===== config.mk =====
export PLATFORM = sky130hd
export DESIGN_NAME = evsa_queue
export DESIGN_NICKNAME = d
export VERILOG_FILES = /design/src/hdl/edge_to_vertex_scatter_add_assert.svh /design/src/hdl/evsa_pkg.sv /design/src/hdl/evsa_queue.sv
export SDC_FILE = /design/constraint.sdc
export NUM_CORES = 1
export LEC_CHECK = 0
export BUFFER_PORTS_ARGS = -buffer_cell sky130_fd_sc_hd__buf_4
export CORE_MARGIN = 4
export CORE_UTILIZATION = 51
export DETAILED_ROUTE_END_ITERATION = 8
export GPL_TIMING_DRIVEN = 0
export PLACE_DENSITY = 0.83
export SYNTH_ARGS = -nofsm -noshare
export SYNTH_HDL_FRONTEND = slang
export SYNTH_SLANG_ARGS = --single-unit
export TNS_END_PERCENT = 1

===== constraint.sdc =====
create_clock -name clk -period 3.35 [get_ports clk]
set_input_delay 0 -clock clk [delete_from_list [all_inputs] [get_ports clk]]
set_output_delay 0 -clock clk [all_outputs]
set_load 0.1 [all_outputs]

===== src/hdl/edge_to_vertex_scatter_add_assert.svh =====
// Assertion macros used by the scatter-add RTL.
// Each macro samples on the rising edge of clk and is disabled while arst_n is low.
`ifndef EDGE_TO_VERTEX_SCATTER_ADD_ASSERT_SVH
`define EDGE_TO_VERTEX_SCATTER_ADD_ASSERT_SVH
`ifndef ASSERT_OFF
// Property must hold at every sampled edge.
`define EVSA_ASSERT(lbl, prop, msg) \
	lbl: assert property (@(posedge clk) disable iff (!arst_n) prop) else $error(msg);
// Condition must never be true at a sampled edge.
`define EVSA_NEVER(lbl, cond, msg) \
	lbl: assert property (@(posedge clk) disable iff (!arst_n) !(cond)) else $error(msg);
`else
`define EVSA_ASSERT(lbl, prop, msg)
`define EVSA_NEVER(lbl, cond, msg)
`endif
`endif


===== src/hdl/evsa_pkg.sv =====
package evsa_pkg;

	// Field widths of the item and result payloads.
	localparam int VERTEX_W = 8;
	localparam int LANE_W   = 6;
	localparam int VALUE_W  = 32;
	localparam int SUM_W    = 40;

	// Saturation limits of the Q24.16 accumulators.
	localparam logic signed [SUM_W-1:0] SUM_MAX = {1'b0, {(SUM_W-1){1'b1}}};
	localparam logic signed [SUM_W-1:0] SUM_MIN = {1'b1, {(SUM_W-1){1'b0}}};

	// Function codes of an input item.
	localparam logic [1:0] FUNC_ACC   = 2'd0;
	localparam logic [1:0] FUNC_RD    = 2'd1;
	localparam logic [1:0] FUNC_RDCLR = 2'd2;

	// Register indexes on the configuration port.
	localparam logic [1:0] REG_MODE          = 2'd0;
	localparam logic [1:0] REG_VERTEX_COUNT  = 2'd1;
	localparam logic [1:0] REG_FEATURE_COUNT = 2'd2;

	// Register reset values.
	localparam logic [8:0] VERTEX_COUNT_RST  = 9'd256;
	localparam logic [6:0] FEATURE_COUNT_RST = 7'd64;

	// Operation kinds that reach the execution side.
	typedef enum logic [1:0] {
		OP_ACC,
		OP_RD,
		OP_RDCLR
	} kind_t;

	// One classified operation, as held in the queue.
	typedef struct packed {
		kind_t                      kind;
		logic [VERTEX_W-1:0]        vertex;
		logic [LANE_W-1:0]          lane;
		logic signed [VALUE_W-1:0]  value;
	} op_t;

	// Configuration as seen by the classifier.
	typedef struct packed {
		logic       mode;
		logic [8:0] vertex_count;
		logic [6:0] feature_count;
	} cfg_t;

endpackage


===== src/hdl/evsa_queue.sv =====
module evsa_queue #(
	parameter int DEPTH = 4
) (
	input  logic          clk,
	input  logic          arst_n,
	input  logic          push,
	input  evsa_pkg::op_t push_op,
	output logic          push_ready,
	input  logic          pop,
	output logic          head_valid,
	output evsa_pkg::op_t head_op
);

	localparam int PW = (DEPTH > 1) ? $clog2(DEPTH) : 1;

	evsa_pkg::op_t   entries_q [DEPTH];
	logic [PW-1:0]   wr_ptr_q;
	logic [PW-1:0]   rd_ptr_q;
	logic [PW:0]     count_q;

	assign push_ready = (32'(count_q) < DEPTH);
	assign head_valid = (count_q != '0);
	assign head_op    = entries_q[rd_ptr_q];

	// Pointer and fill count.
	always_ff @(posedge clk or negedge arst_n) begin
		if (!arst_n) begin
			wr_ptr_q <= '0;
			rd_ptr_q <= '0;
			count_q  <= '0;
		end else begin
			if (push) begin
				wr_ptr_q <= (32'(wr_ptr_q) == DEPTH - 1) ? '0 : wr_ptr_q + 1'b1;
			end
			if (pop) begin
				rd_ptr_q <= (32'(rd_ptr_q) == DEPTH - 1) ? '0 : rd_ptr_q + 1'b1;
			end
			if (push && !pop) begin
				count_q <= count_q + 1'b1;
			end else if (pop && !push) begin
				count_q <= count_q - 1'b1;
			end
		end
	end

	// Entry storage.
	always_ff @(posedge clk) begin
		if (push) begin
			entries_q[wr_ptr_q] <= push_op;
		end
	end

endmodule


# Word-level counts from Yosys, hierarchy flattened
# Memories as Yosys holds them, arrays and structs flattened.
# Index checks and enable logic that the tools add are counted.
# totals
out_inout_bits,50
latch_bits,0
register_bits,7
mem_count,1
inputBits,52
mem_bits_ro,0
ram_bits,192
elab_cells,23
# op_classes
n_lt_le_gt_ge,1
add_sub_neg,4
div,0
n_mul,0
n_eq_ne,2
bitwise,0
shifts,0
n_reduce_logical,6
n_mux,6
# mem_list
name,words,word_bits,rd,rd_clocked_by_memory_dff,wr,line,text
entries_q,4,48,1,0,1,evsa_queue.sv:16,evsa_pkg::op_t entries_q [DEPTH];
# ops
cell,count
3-bit two-way mux,2
2-bit by 1-bit adder with 2-bit output (second input constant),2
2-bit equality test (second input constant),2
2-bit two-way mux,2
3-bit by 1-bit adder with 3-bit output (second input constant),1
3-bit less-than comparator (second input constant),1
3-bit nonzero test,1
3-bit by 1-bit subtractor with 3-bit output (second input constant),1
1-bit logical AND,2
1-bit zero test,2
1-bit two-way mux,2
2-bit nonzero test,1

# Depth between registers and ports, before layout
# logic_depth
ltp_word,4
mapped_depth,7
ltp_nobuf,7

# Least setup slack after synthesis
# No wires, ideal clock.
# synth_timing
path_type,flip-flop to flip-flop
from,register wr_ptr_q[0]
to,"memory entries_q[0][0] (netlist name), enable pin"
required_time_ps,2940
period_less_slack_ps,2181
n_path_buf,0
setup_ps,410
path_slack_ps,1169
stages_incl_launch_ff,4
arrival_ps,1771
cell_sequence,dfrtp_1 inv_1 ha_1 and2_1
# synth_lines
element,line,text
"start, declared",evsa_queue.sv:17,logic [PW-1:0] wr_ptr_q;
"start signal, assigned",evsa_queue.sv:33,wr_ptr_q <= (32'(wr_ptr_q) == DEPTH - 1) ? '0 : wr_ptr_q + 1'b1;
"end, declared",evsa_queue.sv:16,
# No word-level cell before the write port.

==> flow_metrics.env <==
export IMPL_wl_mm=13.0
export IMPL_yosysTopAreaCellShare_pct=78.0
export IMPL_core_region_area_sq_um=14000
export IMPL_drive_gt1_share_pct=42.6
export IMPL_yosysSeqAreaShare_pct=80.3
export IMPL_run_status="completed"
export IMPL_hp_class="input port to flip-flop"
export IMPL_ys_types=18
export IMPL_wl_per_cell_microns=19.7
export IMPL_htree_num_levels=4
export IMPL_portBuffers=101
export IMPL_clockBufferDepth=2
export IMPL_cts_sinks=199
export IMPL_synthTopCellsByArea="edfxtp_1, mux4_2, dfrtp_1"
export IMPL_worst_pin_slew_ns=0.600
export IMPL_fin_tns_setup_ns=0
export IMPL_viasPerCell=5.26
export IMPL_skew_ns=0.00447
export IMPL_gp_congestion=0.702
export IMPL_synth_async_reset_ratio_pct=3.52
export IMPL_synth_nets=347
export IMPL_required_ns=3.35
export IMPL_layout_min_cycle_time_ns=2.03
export IMPL_crit_fanout=10
export IMPL_num_io_pins=102
export IMPL_drtIter0Drc=169
export IMPL_grt_util_all_layers_pct=17.1
export IMPL_num_rows=43
export IMPL_synth_edf_count=192
export IMPL_syn_inst=288
export IMPL_root_buffer="clkbuf_16"
export IMPL_die_y_microns=128
export IMPL_cts_setup_buffers=0
export IMPL_grt_max_degree=32
export IMPL_avgSynthCellArea_sq_um=25.7
export IMPL_diodes=0
export IMPL_antenna_found_initial=0
export IMPL_drc=0
export IMPL_arrival_ns=2.03
export IMPL_vias=3456
export IMPL_cts_buffers=17
export IMPL_cts_tree="built"
export IMPL_timing_fmax_mhz=493
export IMPL_hold_viol=0
export IMPL_dieArea_sq_um=16500
export IMPL_startpoint_type="flip-flop"
export IMPL_dp_hpwl_mm=7.93
export IMPL_grt_overflow=0
export IMPL_setup_viol_count_final=0
export IMPL_grt_pass1_wl_mm=20.7
export IMPL_relSlewSlack_pct=60.0
export IMPL_grt_setup_unrepaired="no"
export IMPL_antenna_left=0
export IMPL_ys_ff_latch=199
export IMPL_ys_flop_type="edfxtp_1"
export IMPL_yosys_warnings=0
export IMPL_period_share_pct=60.5
export IMPL_die_w_microns=128
export IMPL_nets=523
export IMPL_area_delta_synth_final_pct=29.6
export IMPL_start_util_pct=52.7
export IMPL_drtPass1Iterations=4
export IMPL_synth_area_sq_um=7390
export IMPL_cts_reportedPaths_clkPinSlew_ns=0.07
export IMPL_slew_violations=0
export IMPL_cp_end_kind="output pin"
export IMPL_max_cap_violations=0
export IMPL_path_class="flip-flop to output pin"
export IMPL_clock_latency_ns=0.43
export IMPL_grt_pass1_vias=3872
export IMPL_synth_area_leader_cell="edfxtp_1"
-- area by class of cell --
class / instances / area [sq um]
fill: 876 / 4460
clock inverter: 15 / 176
buffer: 11 / 139
multi-input combinational: 73 / 1300
sequential: 199 / 5940
inverter: 5 / 18.8
clock buffer: 17 / 425
timing repair buffer: 157 / 1360
tap: 180 / 225
-- routing by layer --
layer / global-route usage, % / wire [microns] / part of all wire [%]
met3: 4.57 / 642 / 5.0
met4: 5.87 / 166 / 1.3
met1: 22.3 / 5410 / 42
met2: 28.3 / 6740 / 52
met5: 0 / 0 / 0
-- cell families (layout without fill, tap and decap cells) --
logic type,count (synthesis),in the layout,share of synthesized area [%]
buffers and inverters,16,205,2.13
muxes,51,51,15.1
xor gates and xnor gates,3,3,0.355
and+or+nand+nor,10,10,0.677
adders and majority gates,7,7,1.29
AOI/OAI and AO/OA,2,2,0.135
DFF,199,199,80.3
-- synthesized netlist by cell type (all sizes together), types with 2 or more instances --
cell type,count
buf,11
edfxtp,192
mux4,48
xnor2,2
nor2,3
and2,4
ha,6
o21ai,2
dfrtp,7
mux2,3
nand2,2
inv,5
-- flip-flops by register name, indices dropped and copies added, names as in the netlist --
name       count
count_q        3
entries_q    192
rd_ptr_q       2
wr_ptr_q       2
-- worst paths after layout --
check / from / to / slack, ns / depth (start not counted)
setup reg to reg: wr_ptr_q[0] / entries_q[0][18] / 1.54 / 4
max in group asynchronous: arst_n / rd_ptr_q[1] / 2.51 / 3
min in group asynchronous: arst_n / wr_ptr_q[1] / 0.57 / 3
hold / removal: push_op[28] / entries_q[0][28] / 0.32 / 2
hold reg to reg: count_q[2] / count_q[2] / 0.56 / 2
setup / recovery: rd_ptr_q[1] / head_op[44] / 1.32 / 4
-- critical path: stages, from the launching register on --
cell and delay [ns]:
dfrtp_1 0.45, buf_4 0.25, buf_2 0.29, mux4_2 0.36
buf_4 0.25
-- repair_timing --
item	4_1_cts	5_1_grt
hold buffers	52	0
resized for setup	0	0
hold endpoints to repair	203	0
setup endpoints to repair	0	0
-- placed cells by master, fill, tap and decap left out --
master         count
nand2_1            2
clkbuf_16         17
ha_1               6
nor2_1             3
clkinv_4           1
inv_8              1
clkinv_2           5
fa_1               1
o21ai_0            2
mux2_2             3
xor2_1             1
dfrtp_1            7
bufinv_16          3
buf_6              1
buf_2              4
dlygate4sd3_1     52
buf_4            102
inv_6              3
clkinvlp_4         2
inv_1              5
and2_2             4
xnor2_1            2
or3_1              1
mux4_2            48
edfxtp_1         192
buf_12             9
-- through the flow --
step	cells	utilization (%)	setup WS (ns)	area, sq um	hold WS, ns
after detailed placement	573	60.3	1.51	8460	-0.175
after floorplan	288	-	1.17	7390	-0.296
after CTS	657	68.3	1.26	9590	0.296
after global placement	569	59.7	0.279	8380	-0.182
after global routing	657	68.3	1.20	9590	0.298
final	657	68.3	1.32	9590	0.319
Power is left out: the tool's default activity adds up to more than one toggle a clock period on the data nets, which glitch-free logic cannot reach.
