**src/hdl/edge_to_vertex_scatter_add_assert.svh**
```systemverilog
// Assertion macros used by the scatter-add RTL.
// Each macro samples on the rising edge of clk and is disabled while arst_n is low.
`ifndef EDGE_TO_VERTEX_SCATTER_ADD_ASSERT_SVH
`define EDGE_TO_VERTEX_SCATTER_ADD_ASSERT_SVH
`ifndef ASSERT_OFF
// Property must hold at every sampled edge.
`define EVSA_ASSERT(lbl, prop, msg) \
	lbl: assert property (@(posedge clk) disable iff (!arst_n) prop) else $error(msg);
// Condition must never be true at a sampled edge.
`define EVSA_NEVER(lbl, cond, msg) \
	lbl: assert property (@(posedge clk) disable iff (!arst_n) !(cond)) else $error(msg);
`else
`define EVSA_ASSERT(lbl, prop, msg)
`define EVSA_NEVER(lbl, cond, msg)
`endif
`endif

```
**src/hdl/evsa_pkg.sv**
```systemverilog
package evsa_pkg;

	// Field widths of the item and result payloads.
	localparam int VERTEX_W = 8;
	localparam int LANE_W   = 6;
	localparam int VALUE_W  = 32;
	localparam int SUM_W    = 40;

	// Saturation limits of the Q24.16 accumulators.
	localparam logic signed [SUM_W-1:0] SUM_MAX = {1'b0, {(SUM_W-1){1'b1}}};
	localparam logic signed [SUM_W-1:0] SUM_MIN = {1'b1, {(SUM_W-1){1'b0}}};

	// Function codes of an input item.
	localparam logic [1:0] FUNC_ACC   = 2'd0;
	localparam logic [1:0] FUNC_RD    = 2'd1;
	localparam logic [1:0] FUNC_RDCLR = 2'd2;

	// Register indexes on the configuration port.
	localparam logic [1:0] REG_MODE          = 2'd0;
	localparam logic [1:0] REG_VERTEX_COUNT  = 2'd1;
	localparam logic [1:0] REG_FEATURE_COUNT = 2'd2;

	// Register reset values.
	localparam logic [8:0] VERTEX_COUNT_RST  = 9'd256;
	localparam logic [6:0] FEATURE_COUNT_RST = 7'd64;

	// Operation kinds that reach the execution side.
	typedef enum logic [1:0] {
		OP_ACC,
		OP_RD,
		OP_RDCLR
	} kind_t;

	// One classified operation, as held in the queue.
	typedef struct packed {
		kind_t                      kind;
		logic [VERTEX_W-1:0]        vertex;
		logic [LANE_W-1:0]          lane;
		logic signed [VALUE_W-1:0]  value;
	} op_t;

	// Configuration as seen by the classifier.
	typedef struct packed {
		logic       mode;
		logic [8:0] vertex_count;
		logic [6:0] feature_count;
	} cfg_t;

endpackage

```
**src/hdl/evsa_front.sv**
```systemverilog
module evsa_front #(
	parameter int MAX_VERTICES = 256,
	parameter int MAX_LANES    = 64
) (
	input  evsa_pkg::cfg_t                      cfg,
	input  logic                                item_valid,
	output logic                                item_ready,
	input  logic [1:0]                          func,
	input  logic [evsa_pkg::VERTEX_W-1:0]       edge_node,
	input  logic [evsa_pkg::VERTEX_W-1:0]       segment_vertex,
	input  logic [evsa_pkg::LANE_W-1:0]         lane,
	input  logic signed [evsa_pkg::VALUE_W-1:0] value,
	input  logic                                busy,
	input  logic                                q_ready,
	output logic                                push,
	output evsa_pkg::op_t                       op
);

	logic                              func_ok;
	logic                              vtx_ok;
	logic                              lane_ok;
	logic [evsa_pkg::VERTEX_W-1:0]     target;
	evsa_pkg::kind_t                   kind;

	// Decode the function code and pick the target vertex.
	always_comb begin
		func_ok = 1'b1;
		kind    = evsa_pkg::OP_ACC;
		target  = segment_vertex;
		case (func)
			evsa_pkg::FUNC_ACC: begin
				kind   = evsa_pkg::OP_ACC;
				target = cfg.mode ? segment_vertex : edge_node;
			end
			evsa_pkg::FUNC_RD: begin
				kind = evsa_pkg::OP_RD;
			end
			evsa_pkg::FUNC_RDCLR: begin
				kind = evsa_pkg::OP_RDCLR;
			end
			default: begin
				func_ok = 1'b0;
			end
		endcase
	end

	// Range checks against both the register and the built-in store size.
	assign vtx_ok  = ({1'b0, target} < cfg.vertex_count) && (32'(target) < MAX_VERTICES);
	assign lane_ok = ({1'b0, lane} < cfg.feature_count) && (32'(lane) < MAX_LANES);

	// Items are taken whenever the queue has room and the store is ready;
	// only operations that touch the store are queued.
	assign item_ready = q_ready && !busy;
	assign push       = item_valid && item_ready && func_ok && vtx_ok && lane_ok;

	assign op.kind   = kind;
	assign op.vertex = target;
	assign op.lane   = lane;
	assign op.value  = value;

endmodule

```
**config.mk**
```make
export PLATFORM = sky130hd
export DESIGN_NAME = evsa_front
export DESIGN_NICKNAME = d
export VERILOG_FILES = /design/src/hdl/edge_to_vertex_scatter_add_assert.svh /design/src/hdl/evsa_pkg.sv /design/src/hdl/evsa_front.sv
export SDC_FILE = /design/constraint.sdc
export NUM_CORES = 1
export LEC_CHECK = 0
export BUFFER_PORTS_ARGS = -buffer_cell sky130_fd_sc_hd__buf_2
export CAP_MARGIN = 5
export CELL_PAD_IN_SITES_DETAIL_PLACEMENT = 2
export CELL_PAD_IN_SITES_GLOBAL_PLACEMENT = 2
export CORE_MARGIN = 2
export CORE_UTILIZATION = 12
export DETAILED_ROUTE_END_ITERATION = 16
export PLACE_DENSITY = 0.86
export SLEW_MARGIN = 20
export SYNTH_ARGS = -nofsm -noshare
export SYNTH_HDL_FRONTEND = slang
export SYNTH_SLANG_ARGS = --single-unit
```
**constraint.sdc**
```tcl
create_clock -name vclk -period 2.5
set_clock_uncertainty 0.05 [all_clocks]
set_input_delay 0.25 -clock vclk [all_inputs]
set_output_delay 0.25 -clock vclk [all_outputs]
set_load 0.05 [all_outputs]
```
---- Word level (Yosys, flattened, before mapping) ----
Cells that the tools add are included.
operators by class
  multiplexer cells ....................... 4
  reduce and logical (&&, ||, !) cells .... 8
  equality and inequality tests ........... 2
  $lt $le $gt $ge ......................... 2
operators with widths
  cell                                                 number
  two-way mux 8 bit                                    2
  less-than comparator 8 x 9 -> 1 bit                  1
  less-than comparator 6 x 7 -> 1 bit                  1
  logical AND 1 bit                                    5
  one-hot mux 2 bit (2 select lines)                   1
  OR reduction 3 bit                                   1
  equality test 2 x 1 -> 1 bit, second input constant  1
  equality test 2 bit, second input constant           1
  logical NOT 2 bit                                    1
  logical NOT 1 bit                                    1
  two-way mux 1 bit                                    1
storage, ports and cells
  word-level logic and storage cells ...... 16
  output and inout port bits .............. 50
  register bits after elaboration ......... 0

---- Longest topological paths before layout ----
Gate-level depths: netlist of run 1.
  depth after elaboration ................. 6
  mapped depth ............................ 7
  gate-level depth less buffers ........... 7

---- Worst setup path before layout of run 1 ----
No wires, ideal clock.
  path type ............................... input to output
  from .................................... input port cfg[16] (netlist name)
  to ...................................... output port push
  path buffers ............................ 0
  path slack .............................. -0.306 ns
  data arrival time ....................... 2.506 ns
  stages on the path ...................... 7
  path through ............................ nor3_4 -> mux2_2 -> ha_1 -> nand4_1 -> or3_1 -> nand4_1 -> nor4b_4
RTL lines
  item             line              text
  start, declared  evsa_front.sv:5   input evsa_pkg::cfg_t cfg,
  end, declared    evsa_front.sv:15  output logic push,

---- Worst setup path in the final report of run 1 ----
  from .................................... input port func[1]
  to ...................................... output port push
on the way
  longest elaborated chain between the ends .. 6
  elaborated cells on any way between the ends .. 10
ends and longest elaborated chain
  item                                                                         line              text
  start, declared                                                              evsa_front.sv:8   input logic [1:0] func,
  branches (longest 4 deep; another with less-than comparator 8 x 9 -> 1 bit)  n/a
  logical AND 1 bit * (2 in a row)                                             evsa_front.sv:54  assign push = item_valid && item_ready && func_ok && vtx_ok && lane_ok;
Every way passes the cells marked *.

==> results of run 1 <==
-- cell type report --
class                      count  share of cell area (%)
multi-input combinational     44                   49.18
inverter                      15                   5.269
timing repair buffer          68                   36.53
tap                           77                   9.016
-- power groups by stage --
stage | Clock (W) | Sequential (W) | Combinational, W
2_1_floorplan | 0 | 0 | 0.000281
3_3_place_gp | 0 | 0 | 0.000212
3_5_place_dp | 0 | 0 | 0.000217
4_1_cts | 0 | 0 | 0.000219
5_1_grt | 0 | 0 | 0.000238
6_report | 0 | 0 | 0.000218
-- critical path: cells and delay by family --
kind / cells / cell delay, ps
adders and majority gates: 1 / 260
buffers and inverters: 3 / 440
muxes: 1 / 320
and+or+nand+nor: 5 / 880
-- cell usage in the layout, fill, tap and decap left out, drive strengths merged --
master    n
a222oi    1
ha       12
a21o      2
nand4     2
mux2      8
buf      68
a211oi    1
and2b     1
o21ai     1
a21oi     3
o2111ai   2
nor2b     3
nand2b    2
nand3     1
or3       1
nand2     1
nor3      1
inv      15
nor2      1
nor4b     1
-- cell families after synthesis --
family | count (synthesis)
buf+inv | 53
simple gates | 14
fa+ha+maj | 12
compound gates | 10
mux | 8
-- metal layers --
metal / GRT usage, % / vias up / wire (um)
met5: 0 / - / 0
met4: 1.466 / 0 / 31
met3: 1.286 / 4 / 188
met2: 12.51 / 27 / 1356
met1: 6.379 / 319 / 875
li1: - / 349 / -
-- cell usage after synthesis --
master / n / area [sq um]
ha_1: 12 / 150.1
nor3_4: 1 / 16.27
nand4_1: 2 / 12.51
mux2_4: 1 / 15.01
a222oi_1: 1 / 10.01
nor4b_4: 1 / 23.77
or3_1: 1 / 6.260
and2b_1: 1 / 7.510
nand3_1: 1 / 5.000
a211oi_1: 1 / 7.510
a21oi_1: 3 / 15.01
nand2b_1: 2 / 12.51
nand2_1: 1 / 3.750
buf_4: 38 / 285.3
nor2_1: 1 / 3.750
inv_1: 15 / 56.30
a21o_1: 2 / 15.01
o2111ai_1: 2 / 17.52
o21ai_0: 1 / 5.000
mux2_2: 7 / 78.83
nor2b_1: 3 / 18.77
-- through the flow --
step	worst slack (ps)	area, sq um	hold slack [ps]	setup TNS [ps]	instances
finish	41.65	1069	450.0	0	204
global route	-90.24	1069	450.1	-90.24	204
CTS	1.573	1052	450.3	0	204
detailed placement	-96.31	1039	450.3	-96.31	203
global placement	-65.26	1039	450.3	-65.26	203
floorplan	-175.0	867.1	617.1	-175.0	97
-- path summary, 6_finish.rpt --
check,endpoint,slack (ps)
setup / recovery,push,40
hold / removal,op[1],450
-- timing repair --
action | in CTS | in global routing
setup buffers | 1 | 0
gates resized for setup | 2 | 5
hold buffers | 0 | 0
endpoints found under the setup margin | 1 | 1
pin swaps | 1 | 6
==> run_results.csv, run 1 <==
group,metric,value,unit
global_routing,grt_pass1_vias,769,
logic_synthesis,muxShareOfSynthArea,12.25,%
logic_synthesis,synth_compound_area_share,9.150,%
logic_synthesis,ys_seq_area_share,0,%
worst_hold_path,hp-class,"in2out",
logic_synthesis,netlist_area,765.7,sq um
logic_synthesis,synth_area_per_cell,7.894,sq um
sta,worst_pin_slew,417.4,ps
sta,fmax,406.8,MHz
pwr,internal_power,0.00009195,W
floorplan,core-area,0.006277,sq mm
logic_synthesis,yosys.area_share.simple,14.38,%
layout,drive_gt1_share,66.14,%
logic_synthesis,synth_top_family_by_area,"buffers and inverters",
layout,nClkBuffers,0,
logic_synthesis,synthXorXnorAreaFrac,0,%
sta,drv_slew,0,
global_routing,grt_max_degree,9,
layout,multi_input_area,525.5,sq um
logic_synthesis,yosysWarnings,0,
logic_synthesis,synth_fa_ha_area_share,19.61,%
setup_path,cp_cell_sequence,"buf_8 -> nor3_4 -> buf_12 -> mux2_4 -> ha_4 -> nand4_1 -> or3_1 -> nand4_1 -> nor4b_4 -> buf_6",
layout,fin_util,17.02,%
detailed_routing,drc,0,
sta,period_share,98.33,%
pwr,p_sw,0.0001264,W
status,outcome,"completed",
global_routing,grt-ovfl-total,0,
pwr,p_leak,0.5812,nW
logic_synthesis,syn_inst,97,
worst_hold_path,holdPathStages,0,
floorplan,io_pins,126,
detailed_routing,vias,699,
place,hpwl,2.270,mm
sta,slew_headroom,71.88,%
sta,rsz0062_at_grt,"true",
detailed_routing,drt-vias-per-instance,3.426,
layout,nNetsFinal,217,
layout,nFlopsAndLatches,0,
floorplan,initial_core_util,12.20,%
pwr,switching_share,57.89,%
layout,diodes,0,
layout,ff_latch_area,0,sq um
floorplan,die-area,0.007036,sq mm
pwr,comb_power_share,100.0,%
layout,fillers,739,
floorplan,die_h,83.88,um
pwr,ir_worst_vdd,0.05620,mV
floorplan,fp-row-count,29,
setup_path,slowest_delay,380,ps
detailed_routing,ant_nets,0,
setup_path,path_class,"in2out",
setup_path,arrival,2160,ps
detailed_routing,wl,2.452,mm
detailed_routing,dr.pass1.iters,4,
setup_path,worst_setup_path_start_kind,"primary input",
pwr,power,0.0002184,W
floorplan,die_w,83.88,um
setup_path,critical_path.most_common_cell,"nand4_1",
place,io_buffers,62,
detailed_routing,dr.first_iter.drc_count,5,
setup_path,crit_path_top_delay_cell,"or3_1",
sta,final_hold_viol_count,0,
setup_path,endpoint_kind,"primary output",
setup_path,critPathRequiredTime,2200,ps
detailed_routing,wl_per_cell,12.02,um
setup_path,cp_max_fo,8,
global_routing,grt.total_usage,6.193,%
sta,fin_crit,2458,ps
worst_hold_path,hp-start,"value[1]",
logic_synthesis,synthesis.nets,185,
pwr,power_density,204.4,mW/mm^2
global_routing,grt_pass1_wl,3.608,mm
job,drv_cap,0,
sta,setup_viol,0,
logic_synthesis,ys_types,21,
global_routing,antenna_found_initial,0,
pwr,clkPwrFrac,0,%
pwr,power_frac_seq,0,%
setup_path,crit_path_start,"func[1]",
layout,area_growth,39.54,%
place,place_congestion,0.7387,
(Power assumes the default switching activity.)
==> run 2, diff against run 1 <==
--- a/config.mk
+++ b/config.mk
@@ -5,14 +5,15 @@
 export SDC_FILE = /design/constraint.sdc
 export NUM_CORES = 1
 export LEC_CHECK = 0
+export ABC_AREA = 1
 export BUFFER_PORTS_ARGS = -buffer_cell sky130_fd_sc_hd__buf_2
 export CAP_MARGIN = 5
 export CELL_PAD_IN_SITES_DETAIL_PLACEMENT = 2
 export CELL_PAD_IN_SITES_GLOBAL_PLACEMENT = 2
 export CORE_MARGIN = 2
-export CORE_UTILIZATION = 12
+export CORE_UTILIZATION = 13
 export DETAILED_ROUTE_END_ITERATION = 16
-export PLACE_DENSITY = 0.86
+export PLACE_DENSITY = 0.92
 export SLEW_MARGIN = 20
 export SYNTH_ARGS = -nofsm -noshare
 export SYNTH_HDL_FRONTEND = slang
==> constraint.sdc (replaced) <==
create_clock -name vclk -period 3.2
set_clock_uncertainty 0.05 [all_clocks]
set_input_delay 0.32 -clock vclk [all_inputs]
set_output_delay 0.32 -clock vclk [all_outputs]
set_load 0.05 [all_outputs]
==> run_results.csv, run 2 <==
group,metric,value,unit
status,outcome,"completed",
logic_synthesis,synth.area.top_cells,"buf_4 (35%), ha_1 (18%), inv_1 (12%)",
sta,final_hold_viol_count,0,
layout,area_growth,14.72,%
detailed_routing,drt-vias-per-instance,3.545,
layout,nFlopsAndLatches,0,
place,place_congestion,0.7229,
cts,ctsHoldBuffers,0,
pwr,p_sw,0.00009836,W
floorplan,initial_core_util,13.21,%
job,drv_cap,0,
cts,cts_setup_buffers,0,
sta,fin_crit,2462,ps
pwr,internal_power,0.00005345,W
layout,drive_gt1_share,46.79,%
setup_path,arrival,2090,ps
detailed_routing,ant_nets,0,
detailed_routing,drc,0,
logic_synthesis,netlist_area,824.5,sq um
place,io_buffers,62,
detailed_routing,dr.pass1.iters,4,
setup_path,endpoint_kind,"primary output",
logic_synthesis,ys_seq_area_share,0,%
setup_path,path_class,"in2out",
global_routing,grt_pass1_vias,938,
global_routing,grt-ovfl-total,0,
layout,nClkBuffers,0,
logic_synthesis,synth_top_area_cell,"buf_4",
logic_synthesis,yosysWarnings,0,
setup_path,critPathRequiredTime,2830,ps
global_routing,grt_pass1_wl,4.002,mm
detailed_routing,wl_per_cell,10.59,um
global_routing,grt_max_degree,9,
setup_path,cp_max_fo,8,
logic_synthesis,synth_top_cell_area_share,34.60,%
setup_path,worst_setup_path_start_kind,"primary input",
detailed_routing,vias,826,
sta,worst_pin_slew,256.3,ps
global_routing,grt.total_usage,6.799,%
sta,drv_slew,0,
global_routing,antenna_found_initial,0,
detailed_routing,dr.first_iter.drc_count,7,
layout,layout_commonest_cell,"buf_2",
sta,slew_headroom,83.03,%
pwr,power_density,160.5,mW/mm^2
sta,finalSetupTns,0,ps
floorplan,die_h,83.64,um
pwr,ir_worst_vdd,0.03925,mV
logic_synthesis,syn_inst,132,
floorplan,fp-row-count,29,
logic_synthesis,synth_top_cells_by_count,"buf_4 (38), inv_1 (27), nand2_1 (25)",
sta,period_share,76.94,%
place,hpwl,2.318,mm
logic_synthesis,synthesis.nets,220,
pwr,power_frac_seq,0,%
sta,hold_ws,590.0,ps
worst_hold_path,hp-class,"in2out",
layout,final_cell_mix,"buf_2 (62), inv_1 (27), nand2_1 (25), ha_1 (12), nor2_1 (10)",
layout,diodes,0,
floorplan,die_w,83.64,um
detailed_routing,wl,2.468,mm
floorplan,die-area,0.006996,sq mm
sta,rsz0062_at_grt,"false",
sta,setup_viol,0,
pwr,p_leak,0.6231,nW
floorplan,core-area,0.006241,sq mm
pwr,switching_share,64.79,%
logic_synthesis,synth_area_per_cell,6.247,sq um
pwr,clkPwrFrac,0,%
cts,cts_resized,0,
sta,fmax,406.2,MHz
pwr,comb_power_share,100.0,%
logic_synthesis,ys_types,13,
layout,ff_latch_area,0,sq um
logic_synthesis,synth_most_common_cell,"buf_4",
floorplan,io_pins,126,
layout,nNetsFinal,246,
-- run 2: cell types whose count changed in the layout (fill, tap and decap cells not counted), sizes merged, moves of 3 or more --
| cell | previous run | this run |
|---|---|---|
| buf | 68 | 62 |
| inv | 15 | 29 |
| nand2 | 1 | 26 |
| nand3 | 1 | 5 |
| nor2 | 1 | 10 |
| nor2b | 3 | 0 |
-- run 2: per-layer routing --
metal  share of wire, %  routed length (um)  vias to the layer above  global-route usage [%]
met5                  0                   0                        -                       0
met4               0.16                   4                        0                  0.7331
met3                8.9                 219                        2                  0.7913
met2                 52                1283                       43                   14.11
met1                 39                 961                      372                   7.427
li1                   -                   -                      409                       -
-- run 2: metrics by stage --
step	cells	util, %	instance area [sq um]	setup WS [ps]	total power (W)
after floorplan	132	-	824.5	565.8	0.0002124
after global placement	233	15.16	945.9	744.8	0.0001506
after detailed placement	233	15.16	945.9	700.9	0.0001561
after CTS	233	15.16	945.9	695.5	0.0001570
after global routing	233	15.16	945.9	537.2	0.0001711
final	233	15.16	945.9	737.9	0.0001518
-- run 2: path summary, 6_finish.rpt --
path	startpoint	end	slack, ps	cells after the start
worst max-delay path	func[1]	push	740	13
worst min-delay path	value[11]	op[11]	590	0
-- run 2: final cells by class --
type	instances	area [sq um]
Tap cell	77	96.34
Fill cell	789	5295
Multi-Input combinational cell	65	430.4
Inverter	29	108.9
Timing Repair Buffer	62	310.3
-- run 2: logic make-up after synthesis --
family | share of synthesized area, %
muxes | 9.560
and+or+nand+nor | 23.22
buffers and inverters | 47.80
AOI/OAI and AO/OA | 1.214
adders and majority gates | 18.21
-- run 2: power groups by stage --
stage	combinational (W)	clock, W	sequential (W)
final	0.000152	0	0
after CTS	0.000157	0	0
after floorplan	0.000212	0	0
after global routing	0.000171	0	0
after global placement	0.000151	0	0
after detailed placement	0.000156	0	0
-- run 2: worst max-delay path: stages --
cell     delay, ps
buf_2          110
inv_2           60
nand3_4        160
mux2_2         370
ha_1           290
nand2_1         70
nor3_1         190
nand2_1         80
nor2_1          90
nand2_1         50
inv_1           50
nor2_1          40
buf_2          200
